<file path="src/hw/rtl/ugw_pkg.sv">
// Shared types, constants and code point classes for the UTF-8 cluster width segmenter.
`timescale 1ns / 1ps

package ugw_pkg;

  localparam int CP_W    = 21;
  localparam int LEN_W   = 3;
  localparam int BYTES_W = 8;
  localparam int CW_W    = 2;
  localparam int RW_W    = 16;

  localparam int MAX_CLUSTER_BYTES_DEF = 255;
  localparam int MID_DEPTH = 2;
  localparam int OUT_DEPTH = 4;

  // lead byte decoding
  localparam logic [7:0] ASCII_MAX = 8'h7F;
  localparam logic [7:0] MASK_E0   = 8'hE0;
  localparam logic [7:0] MASK_F0   = 8'hF0;
  localparam logic [7:0] MASK_F8   = 8'hF8;
  localparam logic [7:0] TAG_2B    = 8'hC0;
  localparam logic [7:0] TAG_3B    = 8'hE0;
  localparam logic [7:0] TAG_4B    = 8'hF0;
  localparam logic [7:0] CONT_MASK = 8'h3F;

  localparam logic [CP_W-1:0] CP_VS16 = 21'h00FE0F;
  localparam logic [CP_W-1:0] CP_VS15 = 21'h00FE0E;

  localparam logic [CW_W-1:0] W_NARROW = 2'd1;
  localparam logic [CW_W-1:0] W_WIDE   = 2'd2;

  typedef struct packed {
    logic [CP_W-1:0]  cp;
    logic [LEN_W-1:0] len;
    logic             fin;
  } token_t;

  typedef struct packed {
    logic [CP_W-1:0]    head;
    logic [BYTES_W-1:0] bytes;
    logic [CW_W-1:0]    width;
    logic [RW_W-1:0]    total;
    logic               last;
  } result_t;

  function automatic logic [CW_W-1:0] wide_of(input logic [CP_W-1:0] c);
    logic w;
    w = (c >= 21'h1100 && c <= 21'h115F) ||
        (c >= 21'h2E80 && c <= 21'hA4CF && c != 21'h303F) ||
        (c >= 21'hAC00 && c <= 21'hD7A3) ||
        (c >= 21'hF900 && c <= 21'hFAFF) ||
        (c >= 21'hFE10 && c <= 21'hFE19) ||
        (c >= 21'hFE30 && c <= 21'hFE6F) ||
        (c >= 21'hFF01 && c <= 21'hFF60) ||
        (c >= 21'hFFE0 && c <= 21'hFFE6) ||
        (c >= 21'h1F300 && c <= 21'h1F9FF);
    return w ? W_WIDE : W_NARROW;
  endfunction

  function automatic logic joins_zero_width(input logic [CP_W-1:0] c);
    return (c >= 21'h200B && c <= 21'h200F) ||
           (c >= 21'hFE00 && c <= 21'hFE0F) ||
           (c >= 21'hE0100 && c <= 21'hE01EF) ||
           (c >= 21'h1F3FB && c <= 21'h1F3FF) ||
           (c >= 21'h0300 && c <= 21'h036F) ||
           (c >= 21'h202A && c <= 21'h202E) ||
           (c >= 21'h2060 && c <= 21'h206F) ||
           (c == 21'hFEFF);
  endfunction

endpackage

</file>
<file path="src/hw/rtl/ugw_queue.sv">
// Small register queue, one read and up to two writes per cycle; DEPTH must be a power of two (not checked here).
`timescale 1ns / 1ps

module ugw_queue #(
  parameter int W     = 8,
  parameter int DEPTH = 4
) (
  input  logic                         clk,
  input  logic                         rst_n,
  input  logic [1:0]                   wr_cnt,
  input  logic [W-1:0]                 wr_data0,
  input  logic [W-1:0]                 wr_data1,
  input  logic                         rd_en,
  output logic [W-1:0]                 rd_data,
  output logic                         empty,
  output logic [$clog2(DEPTH+1)-1:0]   level
);

  localparam int PTR_W = (DEPTH > 1) ? $clog2(DEPTH) : 1;
  localparam int CNT_W = $clog2(DEPTH + 1);

  logic [W-1:0]     mem_r [DEPTH];
  logic [PTR_W-1:0] wp_r, wp_nxt, rp_r, rp_nxt;
  logic [CNT_W-1:0] cnt_r, cnt_nxt;
  logic             rd_ok;

  assign empty   = (cnt_r == '0);
  assign level   = cnt_r;
  assign rd_data = mem_r[rp_r];
  assign rd_ok   = rd_en && !empty;

  always_comb begin
    wp_nxt  = wp_r + PTR_W'(wr_cnt);
    rp_nxt  = rp_r + PTR_W'(rd_ok);
    cnt_nxt = cnt_r + CNT_W'(wr_cnt) - CNT_W'(rd_ok);
  end

  always_ff @(posedge clk) begin
    if (!rst_n) begin
      wp_r  <= '0;
      rp_r  <= '0;
      cnt_r <= '0;
    end else begin
      wp_r  <= wp_nxt;
      rp_r  <= rp_nxt;
      cnt_r <= cnt_nxt;
    end
  end

  always_ff @(posedge clk) begin
    if (wr_cnt != 2'd0) mem_r[wp_r] <= wr_data0;
    if (wr_cnt == 2'd2) mem_r[wp_r + PTR_W'(1)] <= wr_data1;
  end

endmodule

</file>
<file path="src/hw/rtl/ugw_front.sv">
// Front end: assembles UTF-8 bytes into code point tokens and tracks end of text.
`timescale 1ns / 1ps

module ugw_front (
  input  logic           clk,
  input  logic           rst_n,
  input  logic           take,
  input  logic [7:0]     text_byte,
  input  logic           final_byte,
  output logic           tok_valid,
  output ugw_pkg::token_t tok
);

  logic [ugw_pkg::CP_W-1:0]  acc_r, acc_nxt;
  logic [1:0]                left_r, left_nxt;
  logic [ugw_pkg::LEN_W-1:0] dlen_r, dlen_nxt;
  logic                      stopped_r, stopped_nxt;

  always_comb begin
    logic done;
    done        = 1'b0;
    acc_nxt     = acc_r;
    left_nxt    = left_r;
    dlen_nxt    = dlen_r;
    stopped_nxt = stopped_r;
    tok_valid   = 1'b0;
    tok         = '0;
    if (take) begin
      if (!stopped_r) begin
        if (left_r != 2'd0) begin
          acc_nxt  = {acc_r[ugw_pkg::CP_W-7:0], text_byte[5:0]};
          left_nxt = left_r - 2'd1;
          done     = (left_r == 2'd1);
        end else if (text_byte <= ugw_pkg::ASCII_MAX) begin
          acc_nxt  = ugw_pkg::CP_W'(text_byte);
          dlen_nxt = 3'd1;
          done     = 1'b1;
        end else if ((text_byte & ugw_pkg::MASK_E0) == ugw_pkg::TAG_2B) begin
          acc_nxt  = ugw_pkg::CP_W'(text_byte[4:0]);
          dlen_nxt = 3'd2;
          left_nxt = 2'd1;
        end else if ((text_byte & ugw_pkg::MASK_F0) == ugw_pkg::TAG_3B) begin
          acc_nxt  = ugw_pkg::CP_W'(text_byte[3:0]);
          dlen_nxt = 3'd3;
          left_nxt = 2'd2;
        end else if ((text_byte & ugw_pkg::MASK_F8) == ugw_pkg::TAG_4B) begin
          acc_nxt  = ugw_pkg::CP_W'(text_byte[2:0]);
          dlen_nxt = 3'd4;
          left_nxt = 2'd3;
        end else begin
          // bad lead byte stands for itself
          acc_nxt  = ugw_pkg::CP_W'(text_byte);
          dlen_nxt = 3'd1;
          done     = 1'b1;
        end
        if (final_byte) done = 1'b1;
        if (done) begin
          left_nxt  = 2'd0;
          tok_valid = 1'b1;
          tok.cp    = acc_nxt;
          tok.len   = dlen_nxt;
          tok.fin   = final_byte;
          if (acc_nxt == '0) stopped_nxt = 1'b1;
        end
      end
      if (final_byte) begin
        acc_nxt     = '0;
        left_nxt    = 2'd0;
        dlen_nxt    = '0;
        stopped_nxt = 1'b0;
      end
    end
  end

  always_ff @(posedge clk) begin
    if (!rst_n) begin
      acc_r     <= '0;
      left_r    <= 2'd0;
      dlen_r    <= '0;
      stopped_r <= 1'b0;
    end else begin
      acc_r     <= acc_nxt;
      left_r    <= left_nxt;
      dlen_r    <= dlen_nxt;
      stopped_r <= stopped_nxt;
    end
  end

endmodule

</file>
<file path="src/hw/rtl/ugw_back.sv">
// Back end: groups code points into clusters and emits up to two results per token.
`timescale 1ns / 1ps

module ugw_back #(
  parameter int MAX_CLUSTER_BYTES = ugw_pkg::MAX_CLUSTER_BYTES_DEF
) (
  input  logic             clk,
  input  logic             rst_n,
  input  logic             tok_valid,
  input  ugw_pkg::token_t  tok,
  input  logic             out_room,
  output logic             tok_pop,
  output logic [1:0]       res_cnt,
  output ugw_pkg::result_t res0,
  output ugw_pkg::result_t res1
);

  localparam int BYTES_CAP_I = (MAX_CLUSTER_BYTES < 255) ? MAX_CLUSTER_BYTES : 255;
  localparam logic [ugw_pkg::BYTES_W-1:0] BYTES_CAP = ugw_pkg::BYTES_W'(BYTES_CAP_I);
  localparam logic [ugw_pkg::RW_W-1:0]    TOTAL_MAX = '1;

  logic [ugw_pkg::CP_W-1:0]    head_r, head_nxt;
  logic [ugw_pkg::BYTES_W-1:0] bytes_r, bytes_nxt;
  logic [ugw_pkg::CW_W-1:0]    width_r, width_nxt;
  logic [ugw_pkg::RW_W-1:0]    total_r, total_nxt;
  logic                        open_r, open_nxt;
  logic                        follow_r, follow_nxt;

  function automatic logic [ugw_pkg::BYTES_W-1:0] add_bytes(
    input logic [ugw_pkg::BYTES_W-1:0] b,
    input logic [ugw_pkg::LEN_W-1:0]   l
  );
    logic [ugw_pkg::BYTES_W:0] s;
    s = {1'b0, b} + (ugw_pkg::BYTES_W + 1)'(l);
    return (s > {1'b0, BYTES_CAP}) ? BYTES_CAP : s[ugw_pkg::BYTES_W-1:0];
  endfunction

  function automatic logic [ugw_pkg::RW_W-1:0] add_total(
    input logic [ugw_pkg::RW_W-1:0] t,
    input logic [ugw_pkg::CW_W-1:0] w
  );
    logic [ugw_pkg::RW_W:0] s;
    s = {1'b0, t} + (ugw_pkg::RW_W + 1)'(w);
    return s[ugw_pkg::RW_W] ? TOTAL_MAX : s[ugw_pkg::RW_W-1:0];
  endfunction

  assign tok_pop = tok_valid && out_room;

  always_comb begin
    ugw_pkg::result_t r;
    logic             emit;
    head_nxt   = head_r;
    bytes_nxt  = bytes_r;
    width_nxt  = width_r;
    total_nxt  = total_r;
    open_nxt   = open_r;
    follow_nxt = follow_r;
    res_cnt    = 2'd0;
    res0       = '0;
    res1       = '0;
    r          = '0;
    emit       = 1'b0;
    if (tok_pop) begin
      if (tok.cp == '0) begin
        // end of text: flush the open cluster, then start clean
        if (open_r) begin
          res0.head  = head_r;
          res0.bytes = bytes_r;
          res0.width = width_r;
          res0.total = add_total(total_r, width_r);
          res0.last  = 1'b1;
          res_cnt    = 2'd1;
        end
        head_nxt   = '0;
        bytes_nxt  = '0;
        width_nxt  = '0;
        total_nxt  = '0;
        open_nxt   = 1'b0;
        follow_nxt = 1'b0;
      end else begin
        if (open_r && follow_r && tok.cp == ugw_pkg::CP_VS16 &&
            width_r == ugw_pkg::W_NARROW) begin
          width_nxt  = ugw_pkg::W_WIDE;
          bytes_nxt  = add_bytes(bytes_r, tok.len);
          follow_nxt = 1'b0;
        end else if (open_r && follow_r && tok.cp == ugw_pkg::CP_VS15 &&
                     width_r == ugw_pkg::W_WIDE) begin
          width_nxt  = ugw_pkg::W_NARROW;
          bytes_nxt  = add_bytes(bytes_r, tok.len);
          follow_nxt = 1'b0;
        end else if (open_r && ugw_pkg::joins_zero_width(tok.cp)) begin
          bytes_nxt  = add_bytes(bytes_r, tok.len);
          follow_nxt = 1'b0;
        end else begin
          if (open_r) begin
            emit      = 1'b1;
            r.head    = head_r;
            r.bytes   = bytes_r;
            r.width   = width_r;
            r.total   = add_total(total_r, width_r);
            r.last    = 1'b0;
            total_nxt = r.total;
          end
          head_nxt   = tok.cp;
          bytes_nxt  = add_bytes('0, tok.len);
          width_nxt  = ugw_pkg::wide_of(tok.cp);
          open_nxt   = 1'b1;
          follow_nxt = 1'b1;
        end
        res0    = r;
        res_cnt = {1'b0, emit};
        if (tok.fin) begin
          // last byte closes the cluster just built
          if (emit) begin
            res1.head  = head_nxt;
            res1.bytes = bytes_nxt;
            res1.width = width_nxt;
            res1.total = add_total(total_nxt, width_nxt);
            res1.last  = 1'b1;
            res_cnt    = 2'd2;
          end else begin
            res0.head  = head_nxt;
            res0.bytes = bytes_nxt;
            res0.width = width_nxt;
            res0.total = add_total(total_nxt, width_nxt);
            res0.last  = 1'b1;
            res_cnt    = 2'd1;
          end
          head_nxt   = '0;
          bytes_nxt  = '0;
          width_nxt  = '0;
          total_nxt  = '0;
          open_nxt   = 1'b0;
          follow_nxt = 1'b0;
        end
      end
    end
  end

  always_ff @(posedge clk) begin
    if (!rst_n) begin
      head_r   <= '0;
      bytes_r  <= '0;
      width_r  <= '0;
      total_r  <= '0;
      open_r   <= 1'b0;
      follow_r <= 1'b0;
    end else begin
      head_r   <= head_nxt;
      bytes_r  <= bytes_nxt;
      width_r  <= width_nxt;
      total_r  <= total_nxt;
      open_r   <= open_nxt;
      follow_r <= follow_nxt;
    end
  end

endmodule

</file>
<file path="src/hw/rtl/utf8_grapheme_width_segmenter.sv">
// Top level of the UTF-8 cluster width segmenter.
//
// Input channel: one text byte per item on in_text_byte, with in_final_byte
// marking the last byte of a text. An item is taken on a clock edge with
// in_push high and in_full low.
// Result channel: one closed cluster per item (head code point, byte count,
// cell width, running width, last flag). The oldest result sits on the out_
// ports while out_empty is low and leaves on an edge with out_pop high.
// Throughput: one byte per cycle while in_full is low. For a byte that closes
// a cluster, the front decode writes its token into the token queue at the
// edge that takes it, and the back cluster stage then writes the result
// into the result queue; a final byte may give two results.
// The back stage retires one token a cycle while the four-entry result
// queue has room for two results; when the receiver stalls, the result
// queue fills, the back stage holds, the two-entry token queue fills and
// in_full rises. No result is dropped.
// Reset (rst_n low, synchronous) empties both queues and clears all decode
// and cluster state, so the next byte starts a new text.
`timescale 1ns / 1ps

module utf8_grapheme_width_segmenter #(
  parameter int MAX_CLUSTER_BYTES = ugw_pkg::MAX_CLUSTER_BYTES_DEF
) (
  input  logic                           clk,
  input  logic                           rst_n,
  input  logic                           in_push,
  output logic                           in_full,
  input  logic [7:0]                     in_text_byte,
  input  logic                           in_final_byte,
  output logic                           out_empty,
  input  logic                           out_pop,
  output logic [ugw_pkg::CP_W-1:0]       out_head_code_point,
  output logic [ugw_pkg::BYTES_W-1:0]    out_cluster_bytes,
  output logic [ugw_pkg::CW_W-1:0]       out_cell_width,
  output logic [ugw_pkg::RW_W-1:0]       out_running_width,
  output logic                           out_last_cluster
);

  localparam int TOK_W     = $bits(ugw_pkg::token_t);
  localparam int RES_W     = $bits(ugw_pkg::result_t);
  localparam int MID_CNT_W = $clog2(ugw_pkg::MID_DEPTH + 1);
  localparam int OUT_CNT_W = $clog2(ugw_pkg::OUT_DEPTH + 1);

  logic                 take;
  logic                 tok_valid, mid_empty, tok_pop;
  logic [MID_CNT_W-1:0] mid_level;
  ugw_pkg::token_t      tok_in, tok_out;
  logic [1:0]           res_cnt;
  ugw_pkg::result_t     res0, res1, res_head;
  logic [OUT_CNT_W-1:0] out_level;
  logic                 out_room2;

  assign take      = in_push && !in_full;
  assign in_full   = (mid_level == MID_CNT_W'(ugw_pkg::MID_DEPTH));
  assign out_room2 = (out_level <= OUT_CNT_W'(ugw_pkg::OUT_DEPTH - 2));

  ugw_front u_front (
    .clk        (clk),
    .rst_n      (rst_n),
    .take       (take),
    .text_byte  (in_text_byte),
    .final_byte (in_final_byte),
    .tok_valid  (tok_valid),
    .tok        (tok_in)
  );

  ugw_queue #(
    .W     (TOK_W),
    .DEPTH (ugw_pkg::MID_DEPTH)
  ) u_mid_q (
    .clk      (clk),
    .rst_n    (rst_n),
    .wr_cnt   ({1'b0, tok_valid}),
    .wr_data0 (tok_in),
    .wr_data1 ('0),
    .rd_en    (tok_pop),
    .rd_data  (tok_out),
    .empty    (mid_empty),
    .level    (mid_level)
  );

  ugw_back #(
    .MAX_CLUSTER_BYTES (MAX_CLUSTER_BYTES)
  ) u_back (
    .clk       (clk),
    .rst_n     (rst_n),
    .tok_valid (!mid_empty),
    .tok       (tok_out),
    .out_room  (out_room2),
    .tok_pop   (tok_pop),
    .res_cnt   (res_cnt),
    .res0      (res0),
    .res1      (res1)
  );

  ugw_queue #(
    .W     (RES_W),
    .DEPTH (ugw_pkg::OUT_DEPTH)
  ) u_out_q (
    .clk      (clk),
    .rst_n    (rst_n),
    .wr_cnt   (res_cnt),
    .wr_data0 (res0),
    .wr_data1 (res1),
    .rd_en    (out_pop),
    .rd_data  (res_head),
    .empty    (out_empty),
    .level    (out_level)
  );

  assign out_head_code_point = res_head.head;
  assign out_cluster_bytes   = res_head.bytes;
  assign out_cell_width      = res_head.width;
  assign out_running_width   = res_head.total;
  assign out_last_cluster    = res_head.last;

endmodule

</file>
<file path="config.mk">
export PLATFORM = sky130hd
export DESIGN_NAME = utf8_grapheme_width_segmenter
export DESIGN_NICKNAME = d
export VERILOG_FILES = /design/src/hw/rtl/ugw_pkg.sv /design/src/hw/rtl/ugw_queue.sv /design/src/hw/rtl/ugw_front.sv /design/src/hw/rtl/ugw_back.sv /design/src/hw/rtl/utf8_grapheme_width_segmenter.sv
export SDC_FILE = /design/constraint.sdc
export NUM_CORES = 1
export LEC_CHECK = 0
export BUFFER_PORTS_ARGS = -buffer_cell sky130_fd_sc_hd__buf_2
export CORE_MARGIN = 8
export CORE_UTILIZATION = 55
export DETAILED_ROUTE_END_ITERATION = 8
export GPL_ROUTABILITY_DRIVEN = 0
export PLACE_DENSITY = 0.75
export RECOVER_POWER = 50
export SKIP_LAST_GASP = 1
export SLEW_MARGIN = 20
export SYNTH_ARGS = -nofsm -noshare
export SYNTH_HDL_FRONTEND = slang
export SYNTH_HIERARCHICAL = 1
export SYNTH_SLANG_ARGS = --single-unit
</file>
<file path="constraint.sdc">
create_clock -name clk -period 7.62 [get_ports clk]
set_input_delay 1.143 -clock clk [delete_from_list [all_inputs] [get_ports clk]]
set_output_delay 1.143 -clock clk [all_outputs]
set_load 0.05 [all_outputs]
</file>
==> out/metrics.cfg, run 1 <==
[setup_path]
crit_path_max_fanout = 20
crit_family = simple AND/OR/NAND/NOR gates
regToRegSetupSlack_ns = 0.72
cp.required_ns = 7.82
critPathLaunchType = register
path_class = register to register
crit_path_end_kind = register
crit_path_max_incr_delay_ns = 1.73
crit_top_cell = nor2_1
cp_cell_sequence = buf_4 -> mux2_1 -> or4_1 -> nor2_1 -> nand2_1 -> o2111ai_1 -> buf_4 -> nor2_2 -> ha_1 -> nor2_1 -> nor2_1 -> nor2_1 -> o21bai_1 -> buf_4
arrival_ns = 7.10
crit_path_top_delay_cell = o21bai_1
cp_num_buf_inv = 3

[finish]
layout-drive-gt1-share_pct = 23.8
regArea_mm2 = 0.00891
final.fill_count = 2840
area_growth_pct = 8.35
nNetsFinal = 1750
multi_input_comb_area_mm2 = 0.00987
num_antenna_cells = 0

[timing]
setup_tns_ns = 0
fin_hold_ws_ns = 0.487
hold_viol = 0
skew_ns = 0.0175
max_freq_ghz = 0.145
tightest_slew_ns = 3.32
period_needed_ns = 6.90
min_period_over_period_pct = 90.6
relSlewSlack_pct = -122
drv_slew = 346
rsz0062_at_grt = no
setup_viol_count_final = 0

[power_and_ir_drop]
p_leak_uw = 0.00732
p_int_uw = 4150
p_sw_uw = 2820
clkPwrFrac_pct = 24.7
swShare_pct = 40.4
ir_worst_vdd_mv = 0.334
combPwrFrac_pct = 40.6
p_seq_share_pct = 34.7
power_density_mw_per_mm2 = 331

[place]
dpl.hpwl_um = 31200
io_buffers = 62

[run_status]
status = finished, violations left
failed_checks = capacitance limit, slew limit

[cts]
cts_resized = 0
cts.hold.buffers_added = 0
cts_buffer_depth = 3
worstSkewPairLatency_ns = 0.54
clock_sinks = 324
cts_buffers = 37
cts.clk_slew.worst_paths_ns = 0.06
root_buffer = clkbuf_16
cts_tree = built
postCtsSetupBuffers = 0
htree_levels = 2

[drt]
drc = 0
vias = 14000
first_iter_violations = 1687
wl_per_cell_um = 22.1
drtPass1Iterations = 6
wl_um = 48700
ant_nets = 0
via_per_inst = 6.36

[synthesis]
synth_flop_cell = edfxtp_1
syn_inst = 1668
yosysUniqueCellTypes = 104
async_reset_ff_share_pct = 0
synth_warnings = 6
netlist_area_mm2 = 0.0194
synth_edf_count = 242
synth.yosys.seq_area_share_pct = 45.8
synth_seq_cells = 324
avgSynthCellArea_um2 = 11.7

[floorplan]
dieArea_mm2 = 0.0416
dieWidth_um = 204
start_util_pct = 55.2
core_mm2 = 0.0352
rows = 69
num_io_pins = 63
dieHeight_um = 204

[global_route]
antenna_found_initial = 0
grt_use_total_pct = 23.0
overflow = 0
grt_pass1_wl_um = 77800
grt_max_degree = 86
grt_pass1_vias = 13800

[min_path]
hp-class = register to register

[flow_run]
maxCapViolations = 8

## power by group through the flow
stage | registers, uW | logic (uW) | clock network, uW
after floorplan | 2390 | 2220 | 0
after global routing | 2450 | 3010 | 1810
after detailed placement | 2450 | 2840 | 0
after global placement | 2430 | 2810 | 0
after CTS | 2420 | 2850 | 1750
final | 2420 | 2830 | 1720
## routing by layer
metal / GRT usage, % / part of all wire [%] / vias up
li1: - / - / 6368
met1: 32.0 / 43 / 6903
met2: 37.5 / 47 / 675
met3: 3.47 / 8.2 / 97
met4: 6.09 / 2.3 / 0
met5: 0 / 0 / -
## synthesized netlist by cell type, types with 5 or more instances
cell      number  share of area, %
a211oi_1       9              0.35
a21boi_0       7              0.27
a21o_1         5              0.19
a21oi_1       63               1.6
a22oi_1       71               2.7
a31oi_1       15              0.48
and2_1        39               1.3
and3_1         6              0.19
buf_2         51               1.3
buf_4          8              0.31
buf_6         19               1.1
clkbuf_1      54               1.0
dfxtp_1       82               8.4
edfxtp_1     242                37
ha_1          14              0.90
inv_1         24              0.46
mux2_1        27               1.6
mux2_2       220                13
mux2_4        20               1.5
mux2i_1       14              0.72
mux4_2        48               5.6
nand2_1      121               2.3
nand2b_1      11              0.35
nand3_1       25              0.64
nand4_1       14              0.45
nor2_1       112               2.2
nor2b_1       59               1.9
nor3_1        29              0.75
nor4_1        22              0.71
o21a_1         6              0.23
o21ai_0       47               1.2
o21ai_1        6              0.15
o22ai_1       10              0.32
o31ai_1        8              0.31
or3_1          6              0.19
or4_1          9              0.35
xnor2_1       15              0.68
xor2_1        13              0.59
## state kept, by name (all words and copies together) (netlist names), named ones only
register,count
u_back/follow_r,1
u_out_q/wp_r,2
u_back/bytes_r,8
u_mid_q/mem_r,50
u_front/left_r,2
u_front/acc_r,15
u_back/open_r,1
u_front/dlen_r,3
u_mid_q/rp_r,1
u_mid_q/wp_r,1
u_out_q/rp_r,2
u_mid_q/level,2
u_front/stopped_r,1
u_back/total_r,16
u_out_q/level,3
u_out_q/mem_r,192
u_back/head_r,21
u_back/width_r,2
## final timing paths
kind	startpoint	end	cells past startpoint
worst max-delay path	register	u_out_q/mem_r[2][42]$_DFFE_PP_	14
worst min-delay path	u_front/dlen_r[1]$_SDFFE_PN0P_	u_front/dlen_r[1]$_SDFFE_PN0P_	2
worst max register to register	register	u_out_q/mem_r[2][42]$_DFFE_PP_	14
worst min register to register	u_front/dlen_r[1]$_SDFFE_PN0P_	u_front/dlen_r[1]$_SDFFE_PN0P_	2
## layout make-up
class | count | area share, %
multi-input combinational | 1240 | 46.9
sequential | 324 | 42.3
clock buffer | 45 | 4.73
tap | 461 | 2.74
timing repair buffer | 90 | 2.07
clock inverter | 21 | 0.796
inverter | 26 | 0.463
## per-stage QoR
step | area (um2) | cells | worst slack [ns] | util [%] | total power (uW)
6_report | 21100 | 2207 | 0.718 | 59.8 | 6970
5_1_grt | 21100 | 2207 | 0.367 | 59.8 | 7280
4_1_cts | 21200 | 2207 | 1.13 | 60.3 | 7020
3_5_place_dp | 20100 | 2141 | 1.16 | 57.0 | 5290
3_3_place_gp | 20100 | 2141 | 1.37 | 57.0 | 5240
2_1_floorplan | 19700 | 1724 | 1.23 | - | 4610
## cells in the final DEF, fill, tap and decap left out, drive strengths merged, types with 7 or more instances in the layout
cell    instances
clkbuf        105
ha             14
nor2b          61
a31oi          15
nor2          118
nor3           29
and3            7
o31ai           9
xor2           13
edfxtp        242
o22ai          10
inv            28
or3             7
a21oi          65
nand2         121
a22oi          71
nor4           27
or4            10
o21ai          54
dfxtp          82
and2           39
nand4          14
nand3          28
a21boi         13
conb           58
clkinv         16
nand2b         11
mux4           48
a211oi         10
mux2          267
xnor2          15
mux2i          14
buf            30
## logic make-up after synthesis
kind of cell / Yosys count / synth area share (%)
DFF: 324 / 45.8
adders and majority gates: 18 / 1.31
AOI/OAI and AO/OA: 303 / 10.8
and+or+nand+nor: 502 / 14.0
muxes: 329 / 22.1
xor gates and xnor gates: 30 / 1.49
other: 2 / 0.0386
buffers and inverters: 160 / 4.31
## tightest hold or removal path: stages (launching register included)
cell and delay, ns:
dfxtp_1 0.31, nand2_1 0.05, a21boi_0 0.07
Note: power is estimated with default switching activity, not from simulation.
==> inputs of run 2 (changes only) <==
--- a/config.mk
+++ b/config.mk
@@ -5,6 +5,7 @@
 export SDC_FILE = /design/constraint.sdc
 export NUM_CORES = 1
 export LEC_CHECK = 0
+export ABC_AREA = 1
 export BUFFER_PORTS_ARGS = -buffer_cell sky130_fd_sc_hd__buf_2
 export CORE_MARGIN = 8
 export CORE_UTILIZATION = 55
==> constraint.sdc (replaced) <==
create_clock -name clk -period 7.62 [get_ports clk]
set_input_delay 1.143 -clock clk [delete_from_list [all_inputs] [get_ports clk]]
set_output_delay 1.143 -clock clk [all_outputs]
set_load 0.02 [all_outputs]
==> run 2 against run 1 <==
Against the previous run: via count increased by 33%; critical endpoint is now u_out_q/mem_r[3][9]$_DFFE_PP_; combinational power up 6%; die area is 4.4% higher; critical path type unchanged; sequential share of layout area decreased by 1.3 points; first-iteration DRC count up 30%; the run still ends with capacitance limit, slew limit left.
==> out/metrics.cfg, run 2 <==
[run_status]
status = finished, violations left  ; unchanged
failed_checks = capacitance limit, slew limit  ; unchanged

[drt]
wl_um = 56600  ; was 48700 um
ant_nets = 0  ; unchanged
drc = 0  ; unchanged
via_per_inst = 5.88  ; was 6.36
first_iter_violations = 2189  ; was 1687
wl_per_cell_um = 17.8  ; was 22.1 um
vias = 18700  ; was 14000
drtPass1Iterations = 7  ; was 6

[finish]
multi_input_comb_area_mm2 = 0.00951  ; was 0.00987 mm2
area_growth_pct = 6.72  ; was 8.35%
top_regs = u_out_q/mem_r (192), u_mid_q/mem_r (50), u_back/head_r (21)  ; unchanged
final.fill_count = 3214  ; was 2840
top_register = u_out_q/mem_r  ; unchanged
layout-drive-gt1-share_pct = 7.93  ; was 23.8%
layout_commonest_cell = nand2_1  ; was edfxtp_1
nNetsFinal = 2712  ; was 1750
num_antenna_cells = 0  ; unchanged
mostFrequentLayoutCells = nand2_1 (656), o21ai_0 (344), nor2_1 (307), inv_1 (263), edfxtp_1 (242)  ; was edfxtp_1 (242), mux2_2 (218), nand2_1 (121), nor2_1 (113), dfxtp_1 (80)
largest_reg_flops = 192  ; unchanged
regArea_mm2 = 0.00891  ; about the same
stdcell_count = 3178  ; was 2207

[synthesis]
yosys-top-cells-count = nand2_1 (654), nor2_1 (305), o21ai_0 (265)  ; was edfxtp_1 (242), mux2_2 (220), nand2_1 (121)
synth.yosys.seq_area_share_pct = 43.7  ; was 45.8%
synth_edf_count = 242  ; unchanged
netlist_area_mm2 = 0.0204  ; was 0.0194 mm2
yosys.area.top_type = edfxtp_1  ; unchanged
synth_warnings = 6  ; unchanged
syn_inst = 2681  ; was 1668
synth_top_area_share_pct = 35.7  ; was 37.4%
avgSynthCellArea_um2 = 7.60  ; was 11.7 um2
yosysUniqueCellTypes = 61  ; was 104
synth_seq_cells = 324  ; unchanged
post-synth-top-count-cell = nand2_1  ; was edfxtp_1
async_reset_ff_share_pct = 0  ; unchanged
synth.area.top_cells = edfxtp_1 (36%), nand2_1 (12%), dfxtp_1 (8.1%)  ; was edfxtp_1 (37%), mux2_2 (13%), dfxtp_1 (8.4%)
synth_flop_cell = edfxtp_1  ; unchanged

[min_path]
min_from = u_front/acc_r[0]$_SDFFE_PN0P_  ; was u_front/dlen_r[1]$_SDFFE_PN0P_
hp-class = register to register  ; unchanged

[timing]
setup_viol_count_final = 0  ; unchanged
relSlewSlack_pct = -197  ; was -122%
period_needed_ns = 6.76  ; was 6.90 ns
max_freq_ghz = 0.148  ; was 0.145 GHz
skew_ns = 0.0205  ; was 0.0175 ns
hold_viol = 0  ; unchanged
tightest_slew_ns = 4.45  ; was 3.32 ns
setup_tns_ns = 0  ; unchanged
fin_hold_ws_ns = 0.460  ; was 0.487 ns
min_period_over_period_pct = 88.7  ; was 90.6%
rsz0062_at_grt = no  ; unchanged
drv_slew = 291  ; was 346

[global_route]
grt_max_degree = 100  ; was 86
grt_use_total_pct = 25.0  ; was 23.0%
grt_pass1_vias = 17400  ; was 13800
overflow = 0  ; unchanged
antenna_found_initial = 0  ; unchanged
grt_pass1_wl_um = 89900  ; was 77800 um

[power_and_ir_drop]
power_density_mw_per_mm2 = 329  ; was 331 mW/mm2
ir_worst_vdd_mv = 0.199  ; was 0.334 mV
p_leak_uw = 0.00784  ; was 0.00732 uW

[setup_path]
crit_top_cell = nand2_1  ; was nor2_1
cp_cell_sequence = buf_4 -> mux2_1 -> nor2_1 -> nand2_1 -> nor2_1 -> nand2_1 -> nand2_1 -> nand2_1 -> nand3_1 -> nand3_1 -> nor2_2 -> nand3_1 -> inv_1 -> ha_1 -> nand3_1 -> inv_1 -> inv_1 -> nor2_4 -> nand2_1 -> o31ai_4 -> buf_12  ; was buf_4 -> mux2_1 -> or4_1 -> nor2_1 -> nand2_1 -> o2111ai_1 -> buf_4 -> nor2_2 -> ha_1 -> nor2_1 -> nor2_1 -> nor2_1 -> o21bai_1 -> buf_4
crit_path_max_incr_delay_ns = 0.78  ; was 1.73 ns
critPathLaunchType = register  ; unchanged
crit_path_end_kind = register  ; unchanged
crit_path_top_delay_cell = nand2_1  ; was o21bai_1
path_class = register to register  ; unchanged
crit_path_max_fanout = 40  ; was 20
arrival_ns = 6.96  ; was 7.10 ns
cp.required_ns = 7.82  ; about the same

[place]
io_buffers = 62  ; unchanged
placedCellCount = 3109  ; was 2141
dpl.hpwl_um = 36900  ; was 31200 um

[cts]
worstSkewPairLatency_ns = 0.54  ; about the same
root_buffer = clkbuf_16  ; unchanged
postCtsSetupBuffers = 0  ; unchanged
cts.clk_slew.worst_paths_ns = 0.06  ; about the same
cts_resized = 0  ; unchanged
cts.hold.buffers_added = 0  ; unchanged
htree_levels = 2  ; unchanged
cts_buffer_depth = 3  ; unchanged
clock_sinks = 324  ; unchanged
cts_buffers = 38  ; was 37
cts_tree = built  ; unchanged

[floorplan]
dieArea_mm2 = 0.0434  ; was 0.0416 mm2
dieHeight_um = 208  ; was 204 um
dieWidth_um = 208  ; was 204 um
start_util_pct = 55.8  ; was 55.2%
core_mm2 = 0.0365  ; was 0.0352 mm2
num_io_pins = 63  ; unchanged
rows = 70  ; was 69

[flow_run]
maxCapViolations = 5  ; was 8

-- run 2: cell types whose count changed in the layout (fill, tap and decap cells not counted), sizes merged, moves of 61 or more --
cell   delta
inv     +261
a21oi    +73
nor2    +210
o21ai   +360
nor2b    -61
mux2    -242
a22oi    -71
nand2   +563
nand3    +71
-- run 2: area by class of cell --
cell class | count | area share, %
clock buffer | 47 | 4.67
inverter | 291 | 5.03
timing repair buffer | 84 | 1.93
clock inverter | 22 | 0.956
sequential | 324 | 41.0
multi-input combinational | 1942 | 43.7
tap | 468 | 2.69
-- run 2: worst paths after layout --
kind	to	slack, ns	cells after the start
max	u_out_q/mem_r[3][9]$_DFFE_PP_	0.86	21
min	u_front/acc_r[0]$_SDFFE_PN0P_	0.46	2
max reg2reg	u_out_q/mem_r[3][9]$_DFFE_PP_	0.86	21
min reg2reg	u_front/acc_r[0]$_SDFFE_PN0P_	0.46	2
-- run 2: stage by stage --
stage	power, uW	setup WS (ns)	utilization, %	area, um2
after floorplan	4580	0.679	-	20500
after global placement	5350	1.68	56.8	20700
after detailed placement	5410	1.46	56.8	20700
after CTS	7180	1.42	60.1	22000
after global routing	7540	0.426	59.5	21700
final	7160	0.859	59.5	21700
-- run 2: logic make-up after synthesis --
kind of cell,synth area share (%)
other,0.0369
adders and majority gates,1.25
and+or+nand+nor,25.0
xor gates and xnor gates,0.602
muxes,1.43
DFF,43.7
buffers and inverters,9.69
AOI/OAI and AO/OA,18.3
-- run 2: routing by layer --
layer	up-vias	part of all wire, %	GRT usage, %
li1	8928	-	-
met1	8569	41	32.6
met2	1012	46	41.3
met3	163	10	4.61
met4	0	3.0	8.74
met5	-	0	0
-- run 2: where the power goes --
group          internal, uW  switching [uW]
logic                   738            2260
clock network          1050             719
registers              2270             112
-- run 2: worst max-delay path: cells and delay by family, from the launching register on --
kind                     cells  cell delay (ns)
flip-flops                   1             0.31
AO/OA/AOI/OAI                1             0.54
AND/OR/NAND/NOR             13             3.40
multiplexers                 1             0.42
buffers and inverters        5             1.52
adder cells (fa/ha/maj)      1             0.21
